**config.mk**
```make
export PLATFORM = sky130hd
export DESIGN_NAME = lowest_rtt_path_select_top
export DESIGN_NICKNAME = d
export VERILOG_FILES = /design/src/hw/rtl/lrps_pkg.sv /design/src/hw/rtl/lowest_rtt_path_select_top.sv /design/src/hw/rtl/lrps_path_stage.sv /design/src/hw/rtl/lrps_rtt_select.sv
export VERILOG_INCLUDE_DIRS = /design/src /design/src/hw/rtl
export SDC_FILE = /design/constraint.sdc
export NUM_CORES = 1
export LEC_CHECK = 0
export CAP_MARGIN = 30
export CORE_UTILIZATION = 52
export CTS_CLUSTER_SIZE = 20
export DETAILED_ROUTE_END_ITERATION = 7
export DONT_BUFFER_PORTS = 1
export GPL_ROUTABILITY_DRIVEN = 0
export GPL_TIMING_DRIVEN = 0
export PLACE_DENSITY_LB_ADDON = 0.15
export SETUP_SLACK_MARGIN = 0.2
export SLEW_MARGIN = 25
export SYNTH_ARGS = -nofsm -noshare
export SYNTH_HDL_FRONTEND = slang
export SYNTH_SLANG_ARGS = --single-unit
```
**constraint.sdc**
```tcl
create_clock -name clock -period 14.85 [get_ports clock]
set_input_delay 1.485 -clock clock [delete_from_list [all_inputs] [get_ports clock]]
set_output_delay 1.485 -clock clock [all_outputs]
set_load 0.05 [all_outputs]
```
**src/hw/rtl/lowest_rtt_path_select_top_assert.svh**
```systemverilog
// ---------------------------------------------------------------------------
// Lowest RTT path select assertion macros
// Shared concurrent assertion forms used by the block's RTL.
// ---------------------------------------------------------------------------
`ifndef LOWEST_RTT_PATH_SELECT_TOP_ASSERT_SVH
`define LOWEST_RTT_PATH_SELECT_TOP_ASSERT_SVH

// Same-cycle implication.
`define LRPS_ASSERT_IMPL(label, clk, rst, ante, cons) \
   label: assert property (@(posedge clk) disable iff (rst) (ante) |-> (cons)) \
      else $error("lrps assertion failed");

// Next-cycle implication.
`define LRPS_ASSERT_NEXT(label, clk, rst, ante, cons) \
   label: assert property (@(posedge clk) disable iff (rst) (ante) |=> (cons)) \
      else $error("lrps assertion failed");

`endif

```
**src/hw/rtl/lrps_pkg.sv**
```systemverilog
// ---------------------------------------------------------------------------
// Lowest RTT path select package
// Widths, constants and shared types of the path selector.
// ---------------------------------------------------------------------------
`timescale 1ns / 1ps

package lrps_pkg;

   localparam int unsigned ID_W        = 3;
   localparam int unsigned SEQ_W       = 32;
   localparam int unsigned WIN_W       = 16;
   localparam int unsigned SRTT_W      = 32;
   localparam int unsigned RTT_SHIFT   = 3;
   localparam int unsigned RTT_W       = SRTT_W - RTT_SHIFT;
   localparam int unsigned FACTOR_W    = 4;
   localparam int unsigned BOUND_W     = 32;
   localparam int unsigned MAX_PATHS   = 8;

   localparam int unsigned REQ_TDATA_W = 136;
   localparam int unsigned RSP_TDATA_W = 40;

   localparam int unsigned CSR_ADDR_W  = 2;
   localparam int unsigned CSR_DATA_W  = 32;

   localparam logic [FACTOR_W-1:0] BACKLOG_RESET = 4'd2;
   localparam logic [RTT_W-1:0]    RTT_ALL_ONES  = '1;

   typedef enum logic [CSR_ADDR_W-1:0] {
      CSR_BACKLOG_FACTOR = 2'd0
   } csr_addr_type;

   typedef struct packed {
      logic [ID_W-1:0]   path_id;
      logic              is_active;
      logic              has_buffer;
      logic              may_send;
      logic              is_backup;
      logic [SEQ_W-1:0]  write_seq_num;
      logic [SEQ_W-1:0]  next_seq_num;
      logic [WIN_W-1:0]  cong_window;
      logic [WIN_W-1:0]  seg_size;
      logic [SRTT_W-1:0] smoothed_rtt;
      logic              last_path;
   } path_req_type;

   typedef struct packed {
      logic [ID_W-1:0]    path_id;
      logic               eligible;
      logic               is_backup;
      logic [SEQ_W-1:0]   backlog;
      logic [BOUND_W-1:0] win_bytes;
      logic [RTT_W-1:0]   rtt;
      logic               last_path;
   } path_info_type;

   typedef struct packed {
      logic             found;
      logic [ID_W-1:0]  chosen_id;
      logic [RTT_W-1:0] chosen_rtt;
   } rsp_type;

endpackage

```
**src/hw/rtl/lowest_rtt_path_select_top.sv**
```systemverilog
// ---------------------------------------------------------------------------
// Lowest RTT path select top level
// Streams candidate path descriptors and reports the lowest-RTT path of
// each round.
// ---------------------------------------------------------------------------
// Send one transfer per candidate path; the transfer with req_tlast high
// closes the round. A path qualifies when it is active, has buffer space,
// may send and its unsent backlog (write minus next, mod 2^32) does not
// exceed backlog_factor * cong_window * seg_size, wrapped to 32 bits. Among
// qualifying paths the lowest smoothed_rtt >> 3 wins; on equal RTT a primary
// path displaces a backup winner, otherwise the earlier path stays. The
// closing transfer yields exactly one result transfer; other transfers yield
// none. The block takes one path per clock: the descriptor passes an input
// register, a stage holding the cwnd*mss product, and a single compare and
// update stage against the round's best path, which loads the result
// register. The result register is decoupled from the input side, so paths
// keep flowing while a result waits; only a second closing transfer stalls
// behind an untaken result.
// Write backlog_factor (address 0, reset 2) only while the block is idle.
// ---------------------------------------------------------------------------
`timescale 1ns / 1ps

module lowest_rtt_path_select_top #(
   parameter int unsigned MAX_PATHS = lrps_pkg::MAX_PATHS
) (
   input  logic                                 clock,
   input  logic                                 reset,
   // Request stream
   input  logic                                 req_tvalid,
   output logic                                 req_tready,
   // tdata, low bit up: path_id[2:0], is_active[3], has_buffer[4],
   // may_send[5], is_backup[6], write_seq_num[38:7], next_seq_num[70:39],
   // cong_window[86:71], seg_size[102:87], smoothed_rtt[134:103], zero[135]
   input  logic [lrps_pkg::REQ_TDATA_W-1:0]     req_tdata,
   input  logic                                 req_tlast,
   // Response stream
   output logic                                 rsp_tvalid,
   input  logic                                 rsp_tready,
   // tdata, low bit up: found[0], chosen_id[3:1], chosen_rtt[32:4],
   // zero[39:33]
   output logic [lrps_pkg::RSP_TDATA_W-1:0]     rsp_tdata,
   // Register port
   input  logic                                 csr_psel,
   input  logic                                 csr_penable,
   input  logic                                 csr_pwrite,
   input  logic [lrps_pkg::CSR_ADDR_W-1:0]      csr_paddr,
   input  logic [lrps_pkg::CSR_DATA_W-1:0]      csr_pwdata,
   output logic [lrps_pkg::CSR_DATA_W-1:0]      csr_prdata,
   output logic                                 csr_pready
);

   logic [lrps_pkg::FACTOR_W-1:0] backlog_factor_ff, backlog_factor_in;
   logic                          csr_write;
   logic                          csr_hit;

   lrps_pkg::path_req_type        req_data;
   lrps_pkg::path_info_type       info_data;
   logic                          info_valid;
   logic                          info_ready;
   lrps_pkg::rsp_type             rsp_data;

   // Register port: always ready, write lands on the access cycle.
   assign csr_pready = 1'b1;
   assign csr_hit    = (csr_paddr == lrps_pkg::CSR_BACKLOG_FACTOR);
   assign csr_write  = csr_psel && csr_penable && csr_pwrite && csr_pready;

   always_comb begin
      backlog_factor_in = backlog_factor_ff;
      if (csr_write && csr_hit) begin
         backlog_factor_in = csr_pwdata[lrps_pkg::FACTOR_W-1:0];
      end
   end

   always_ff @(posedge clock) begin
      if (reset) begin
         backlog_factor_ff <= lrps_pkg::BACKLOG_RESET;
      end else begin
         backlog_factor_ff <= backlog_factor_in;
      end
   end

   assign csr_prdata = csr_hit ? lrps_pkg::CSR_DATA_W'(backlog_factor_ff) : '0;

   // Unpack the request transfer.
   always_comb begin
      req_data.path_id       = req_tdata[2:0];
      req_data.is_active     = req_tdata[3];
      req_data.has_buffer    = req_tdata[4];
      req_data.may_send      = req_tdata[5];
      req_data.is_backup     = req_tdata[6];
      req_data.write_seq_num = req_tdata[38:7];
      req_data.next_seq_num  = req_tdata[70:39];
      req_data.cong_window   = req_tdata[86:71];
      req_data.seg_size      = req_tdata[102:87];
      req_data.smoothed_rtt  = req_tdata[134:103];
      req_data.last_path     = req_tlast;
   end

   lrps_path_stage #(
      .MAX_PATHS  (MAX_PATHS)
   ) u_path_stage (
      .clock      (clock),
      .reset      (reset),
      .req_valid  (req_tvalid),
      .req_ready  (req_tready),
      .req_data   (req_data),
      .info_valid (info_valid),
      .info_ready (info_ready),
      .info_data  (info_data)
   );

   lrps_rtt_select u_rtt_select (
      .clock          (clock),
      .reset          (reset),
      .backlog_factor (backlog_factor_ff),
      .info_valid     (info_valid),
      .info_ready     (info_ready),
      .info_data      (info_data),
      .rsp_valid      (rsp_tvalid),
      .rsp_ready      (rsp_tready),
      .rsp_data       (rsp_data)
   );

   // Pack the response transfer, zero fill to whole bytes.
   assign rsp_tdata = {7'd0, rsp_data.chosen_rtt, rsp_data.chosen_id, rsp_data.found};

endmodule

```
**src/hw/rtl/lrps_path_stage.sv**
```systemverilog
// ---------------------------------------------------------------------------
// Path descriptor stage
// Input register, then a registered stage holding the window product,
// backlog and eligibility of one candidate path.
// ---------------------------------------------------------------------------
`timescale 1ns / 1ps

module lrps_path_stage #(
   parameter int unsigned MAX_PATHS = lrps_pkg::MAX_PATHS
) (
   input  logic                   clock,
   input  logic                   reset,
   input  logic                   req_valid,
   output logic                   req_ready,
   input  lrps_pkg::path_req_type req_data,
   output logic                   info_valid,
   input  logic                   info_ready,
   output lrps_pkg::path_info_type info_data
);

   logic                    a_valid_ff, a_valid_in;
   lrps_pkg::path_req_type  a_data_ff;
   logic                    b_valid_ff, b_valid_in;
   lrps_pkg::path_info_type b_data_ff, b_data_in;
   logic                    b_ready;
   logic                    a_load;
   logic                    b_load;

   assign b_ready   = !b_valid_ff || info_ready;
   assign req_ready = !a_valid_ff || b_ready;
   assign a_load    = req_valid && req_ready;
   assign b_load    = a_valid_ff && b_ready;

   always_comb begin
      a_valid_in = req_ready ? req_valid : a_valid_ff;
      b_valid_in = b_ready ? a_valid_ff : b_valid_ff;
   end

   // Derive per-path terms; the factor multiply happens one stage later.
   always_comb begin
      b_data_in.path_id   = a_data_ff.path_id;
      b_data_in.eligible  = a_data_ff.is_active && a_data_ff.has_buffer &&
                            a_data_ff.may_send &&
                            (32'(a_data_ff.path_id) < 32'(MAX_PATHS));
      b_data_in.is_backup = a_data_ff.is_backup;
      b_data_in.backlog   = a_data_ff.write_seq_num - a_data_ff.next_seq_num;
      b_data_in.win_bytes = a_data_ff.cong_window * a_data_ff.seg_size;
      b_data_in.rtt       = a_data_ff.smoothed_rtt[lrps_pkg::SRTT_W-1:lrps_pkg::RTT_SHIFT];
      b_data_in.last_path = a_data_ff.last_path;
   end

   always_ff @(posedge clock) begin
      if (reset) begin
         a_valid_ff <= 1'b0;
         b_valid_ff <= 1'b0;
      end else begin
         a_valid_ff <= a_valid_in;
         b_valid_ff <= b_valid_in;
      end
   end

   always_ff @(posedge clock) begin
      if (a_load) begin
         a_data_ff <= req_data;
      end
      if (b_load) begin
         b_data_ff <= b_data_in;
      end
   end

   assign info_valid = b_valid_ff;
   assign info_data  = b_data_ff;

endmodule

```
**src/hw/rtl/lrps_rtt_select.sv**
```systemverilog
// ---------------------------------------------------------------------------
// RTT selection stage
// Backlog check, lowest-RTT tracking over a round and the result register.
// ---------------------------------------------------------------------------
`timescale 1ns / 1ps

`include "lowest_rtt_path_select_top_assert.svh"

module lrps_rtt_select (
   input  logic                             clock,
   input  logic                             reset,
   input  logic [lrps_pkg::FACTOR_W-1:0]    backlog_factor,
   input  logic                             info_valid,
   output logic                             info_ready,
   input  lrps_pkg::path_info_type          info_data,
   output logic                             rsp_valid,
   input  logic                             rsp_ready,
   output lrps_pkg::rsp_type                rsp_data
);

   logic [lrps_pkg::RTT_W-1:0]   best_rtt_ff, best_rtt_in;
   logic [lrps_pkg::ID_W-1:0]    best_id_ff, best_id_in;
   logic                         best_backup_ff, best_backup_in;
   logic                         have_best_ff, have_best_in;
   logic                         out_valid_ff, out_valid_in;
   lrps_pkg::rsp_type            out_data_ff, out_data_in;

   logic [lrps_pkg::BOUND_W+lrps_pkg::FACTOR_W-1:0] bound_full;
   logic [lrps_pkg::BOUND_W-1:0] bound;
   logic                         qualifies;
   logic                         take;
   logic                         out_ready;
   logic                         consume;
   logic                         cand_have;
   logic [lrps_pkg::ID_W-1:0]    cand_id;
   logic [lrps_pkg::RTT_W-1:0]   cand_rtt;
   logic                         cand_backup;

   assign out_ready  = !out_valid_ff || rsp_ready;
   assign info_ready = !info_data.last_path || out_ready;
   assign consume    = info_valid && info_ready;

   // Bound wraps to 32 bits.
   assign bound_full = backlog_factor * info_data.win_bytes;
   assign bound      = bound_full[lrps_pkg::BOUND_W-1:0];
   assign qualifies  = info_data.eligible && (info_data.backlog <= bound);

   // Strictly lower RTT wins; on a tie a primary path displaces a backup one.
   assign take = qualifies &&
                 (!have_best_ff || (info_data.rtt < best_rtt_ff) ||
                  ((info_data.rtt == best_rtt_ff) && best_backup_ff &&
                   !info_data.is_backup));

   always_comb begin
      cand_have   = have_best_ff || take;
      cand_id     = take ? info_data.path_id : best_id_ff;
      cand_rtt    = take ? info_data.rtt : best_rtt_ff;
      cand_backup = take ? info_data.is_backup : best_backup_ff;
   end

   always_comb begin
      best_rtt_in    = best_rtt_ff;
      best_id_in     = best_id_ff;
      best_backup_in = best_backup_ff;
      have_best_in   = have_best_ff;
      if (consume) begin
         if (info_data.last_path) begin
            best_rtt_in    = lrps_pkg::RTT_ALL_ONES;
            best_id_in     = '0;
            best_backup_in = 1'b0;
            have_best_in   = 1'b0;
         end else begin
            best_rtt_in    = cand_rtt;
            best_id_in     = cand_id;
            best_backup_in = cand_backup;
            have_best_in   = cand_have;
         end
      end
   end

   always_comb begin
      out_valid_in           = out_ready ? (consume && info_data.last_path) : out_valid_ff;
      out_data_in.found      = cand_have;
      out_data_in.chosen_id  = cand_have ? cand_id : '0;
      out_data_in.chosen_rtt = cand_have ? cand_rtt : '0;
   end

   always_ff @(posedge clock) begin
      if (reset) begin
         best_rtt_ff    <= lrps_pkg::RTT_ALL_ONES;
         best_id_ff     <= '0;
         best_backup_ff <= 1'b0;
         have_best_ff   <= 1'b0;
         out_valid_ff   <= 1'b0;
      end else begin
         best_rtt_ff    <= best_rtt_in;
         best_id_ff     <= best_id_in;
         best_backup_ff <= best_backup_in;
         have_best_ff   <= have_best_in;
         out_valid_ff   <= out_valid_in;
      end
   end

   always_ff @(posedge clock) begin
      if (consume && info_data.last_path) begin
         out_data_ff <= out_data_in;
      end
   end

   assign rsp_valid = out_valid_ff;
   assign rsp_data  = out_data_ff;

   `LRPS_ASSERT_IMPL(a_empty_result, clock, reset, rsp_valid && !rsp_data.found, rsp_data.chosen_id == '0 && rsp_data.chosen_rtt == '0)
   `LRPS_ASSERT_NEXT(a_round_clear, clock, reset, consume && info_data.last_path, !have_best_ff && best_rtt_ff == lrps_pkg::RTT_ALL_ONES)
   `LRPS_ASSERT_IMPL(a_idle_state, clock, reset, !have_best_ff, best_rtt_ff == lrps_pkg::RTT_ALL_ONES && best_id_ff == '0 && !best_backup_ff)
   `LRPS_ASSERT_NEXT(a_result_source, clock, reset, !rsp_valid && !(consume && info_data.last_path), !rsp_valid)

endmodule

```
==> impl_metrics.ini <==
[outcome]
outcome = completed

[synthesis]
avgSynthCellArea_um2 = 10.24
synth_compound_area_frac = 0.09971
netlist_instances = 2490
ys_types = 68
ys_ff_latch = 306
synth_top_family_by_area = adder cells
synth-xor-area-share = 0.02818
synth_mux_area_frac = 0.001571
syn_area_um2 = 25490
ys_dominant_reg_cell = edfxtp_1
async_reset_ff_frac = 0
synth_edf_count = 265
synthSimpleGateAreaFrac = 0.1309
yosysWarnings = 0
yosysSeqAreaShare = 0.3444
synth_fa_ha_area_frac = 0.3099

[layout]
fill_cells = 4061
layout_commonest_cell = inv_1
drive_above_1_share = 0.04645
seq_area_um2 = 8778
final_cell_mix = inv_1, edfxtp_1, fa_1, nand2_1, ha_1
syn_to_final_growth_pct = 9.784
utilization = 0.5824
nets = 3234
multi_input_area_um2 = 14690

[flow_run]
maxCapViolations = 0

[global_routing]
grt_use_total = 0.2335
grt_pass1_wl_um = 92410
grt_max_degree = 30
grt_remaining_overflow = 0
antenna_found_initial = 1
grt_pass1_vias = 18450

[critical_path]
crit_fanout = 10
end_kind = flop
critPathKind = reg2reg
cp_data_required_time_ns = 15.21
critPathLaunchType = flop
max_stage_delay_ns = 0.59
slowest_stage = nor4_1
cp_data_arrival_time_ns = 8.36
cp_common_cell = clkbuf_1

[die]
num_rows = 80
start_util = 0.5305
die_h_um = 223.4
die_w_um = 223.4
core-area_um2 = 48050
io_pins = 253
die_area_um2 = 49900

[power]
switching_share = 0.4353
leakage_uw = 0.01282
powerDensity_nw_per_um2 = 217.1
combPwrFrac = 0.632
p_switching_uw = 2644
p_clk_frac = 0.155
ir_worst_vdd_v = 0.0004413
seqPwrFrac = 0.213
p_int_uw = 3431
total_power_uw = 6075

[sta]
rsz0062_at_grt = false
final.min_clock_period_ns = 7.998
hold_viol_final = 0
slew_headroom = 0.3747
hold_slack_ns = 0.4198
finalCritPeriodShare = 0.5386
drv_slew = 0
finalClockSkew_ns = 0.02598
setup_violations = 0
worst_pin_slew_ns = 0.9299
fmax_mhz = 125.0
tns_ns = 0

[clock_network]
cts_tree = built
htree_levels = 2
post_cts_resized = 0
postCtsSetupRepairBufs = 0
clk_latency_ns = 0.57
clkTransAtPathRegs_ns = 0.06
hold_buffers = 0
clock_tree.root_cell = clkbuf_16
clock-sinks = 306
clockBufferDepth = 3
numCtsBuffers = 38

[route]
ant_nets = 0
first_iter_violations = 1244
drc = 0
wl_um = 56810
wire_per_inst_um = 17.64
dr.pass1.iters = 6
vias_per_cell = 5.565
vias = 17920

[placed_design]
port_buffers = 0
dp_hpwl_um = 44930

[hold_path]
hp-class = reg2reg
[worst max-delay path: cells and delay by family, from the launching register on]
family                   cells  cell delay, ns
AO/OA/AOI/OAI                8            2.08
XOR/XNOR                     1            0.08
adder cells (fa/ha/maj)      4            1.62
buffers and inverters        4            1.50
flip-flops                   1            0.51
AND/OR/NAND/NOR              8            2.01
[logic make-up (layout without fill, tap and decap cells)]
group | after synthesis | count (layout)
simple gates | 664 | 664
buf+inv | 541 | 622
fa+ha+maj | 480 | 480
compound gates | 411 | 411
flops | 306 | 306
xor+xnor | 82 | 82
mux | 4 | 4
other cells | 2 | 37
[path summary, 6_finish.rpt]
path	end	slack, ns	from	depth (start not counted)
setup / recovery	u_rtt_select.rsp_data[29]	6.85	backlog_factor_ff[1]	25
setup reg to reg	u_rtt_select.rsp_data[29]	6.85	backlog_factor_ff[1]	25
hold reg to reg	u_path_stage.info_data[5]	0.42	u_path_stage.a_data_ff[8]	0
hold / removal	u_path_stage.info_data[5]	0.42	u_path_stage.a_data_ff[8]	0
[through the flow]
stage               setup WS, ns  cell area [µm²]  cells
global route               6.233            27980   3220
detailed placement         6.990            26720   3151
global placement           3.202            26380   3139
floorplan                  5.999            25610   2524
finish                     6.852            27980   3221
CTS                        6.928            27980   3220
[state kept, by name, summed over array words and instances (netlist names)]
name,flops
u_rtt_select.have_best_ff,1
u_rtt_select.best_rtt_ff,29
u_rtt_select.rsp_data,33
u_rtt_select.rsp_valid,1
u_path_stage.info_valid,1
u_path_stage.a_data_ff,133
u_path_stage.info_data,99
u_rtt_select.best_id_ff,3
backlog_factor_ff,4
u_path_stage.a_valid_ff,1
u_rtt_select.best_backup_ff,1
[power groups by stage]
stage	Combinational (µW)	Sequential, µW	Clock, µW
final	3840	1300	939
after global routing	4370	1310	993
after CTS	3860	1300	966
after detailed placement	3810	1310	0
after global placement	3740	1320	0
after floorplan	2990	1280	0
[Yosys cell counts, types with 5 or more instances]
library cell | count | area (µm²)
inv_1 | 420 | 1577
edfxtp_1 | 265 | 7958
fa_1 | 252 | 5045
nand2_1 | 250 | 938.4
ha_1 | 228 | 2853
and2_1 | 185 | 1157
a21oi_1 | 127 | 635.6
clkbuf_1 | 80 | 300.3
nor2_1 | 59 | 221.5
xnor2_1 | 58 | 508.0
o21ai_0 | 56 | 280.3
o21ai_1 | 51 | 255.2
nand3_1 | 49 | 245.2
a21o_1 | 46 | 345.3
dfxtp_1 | 41 | 820.8
a31oi_1 | 40 | 250.2
buf_4 | 36 | 270.3
nor4_1 | 32 | 200.2
xor2_1 | 24 | 210.2
nand4_1 | 20 | 125.1
nor2b_1 | 15 | 93.84
o21bai_1 | 13 | 97.59
nand2b_1 | 12 | 75.07
nor3_1 | 12 | 60.06
o21a_1 | 11 | 82.58
and3_1 | 10 | 62.56
o31ai_1 | 10 | 75.07
a211oi_1 | 7 | 52.55
o211ai_1 | 7 | 52.55
or3_1 | 5 | 31.28
[area by class of cell]
class / instances / area share
diodes: 1 / 0.00008943
clock buffers: 46 / 0.03653
well taps: 615 / 0.02750
inverters: 420 / 0.05634
plain buffers: 121 / 0.02115
clock inverters: 23 / 0.008496
multi-input cells: 1677 / 0.5252
flip-flops and latches: 306 / 0.3137
repair buffers: 12 / 0.01100
[layer usage]
| layer | part of all wire | wire (µm) | vias to the layer above | GRT usage |
|---|---|---|---|---|
| met1 | 0.41 | 23130 | 8863 | 0.2922 |
| met4 | 0.034 | 1946 | 2 | 0.08617 |
| met2 | 0.50 | 28470 | 545 | 0.4088 |
| met5 | 0.00028 | 16 | - | 0 |
| li1 | - | - | 8384 | - |
| met3 | 0.057 | 3250 | 130 | 0.03530 |
Power figures use the tool's default switching activity.
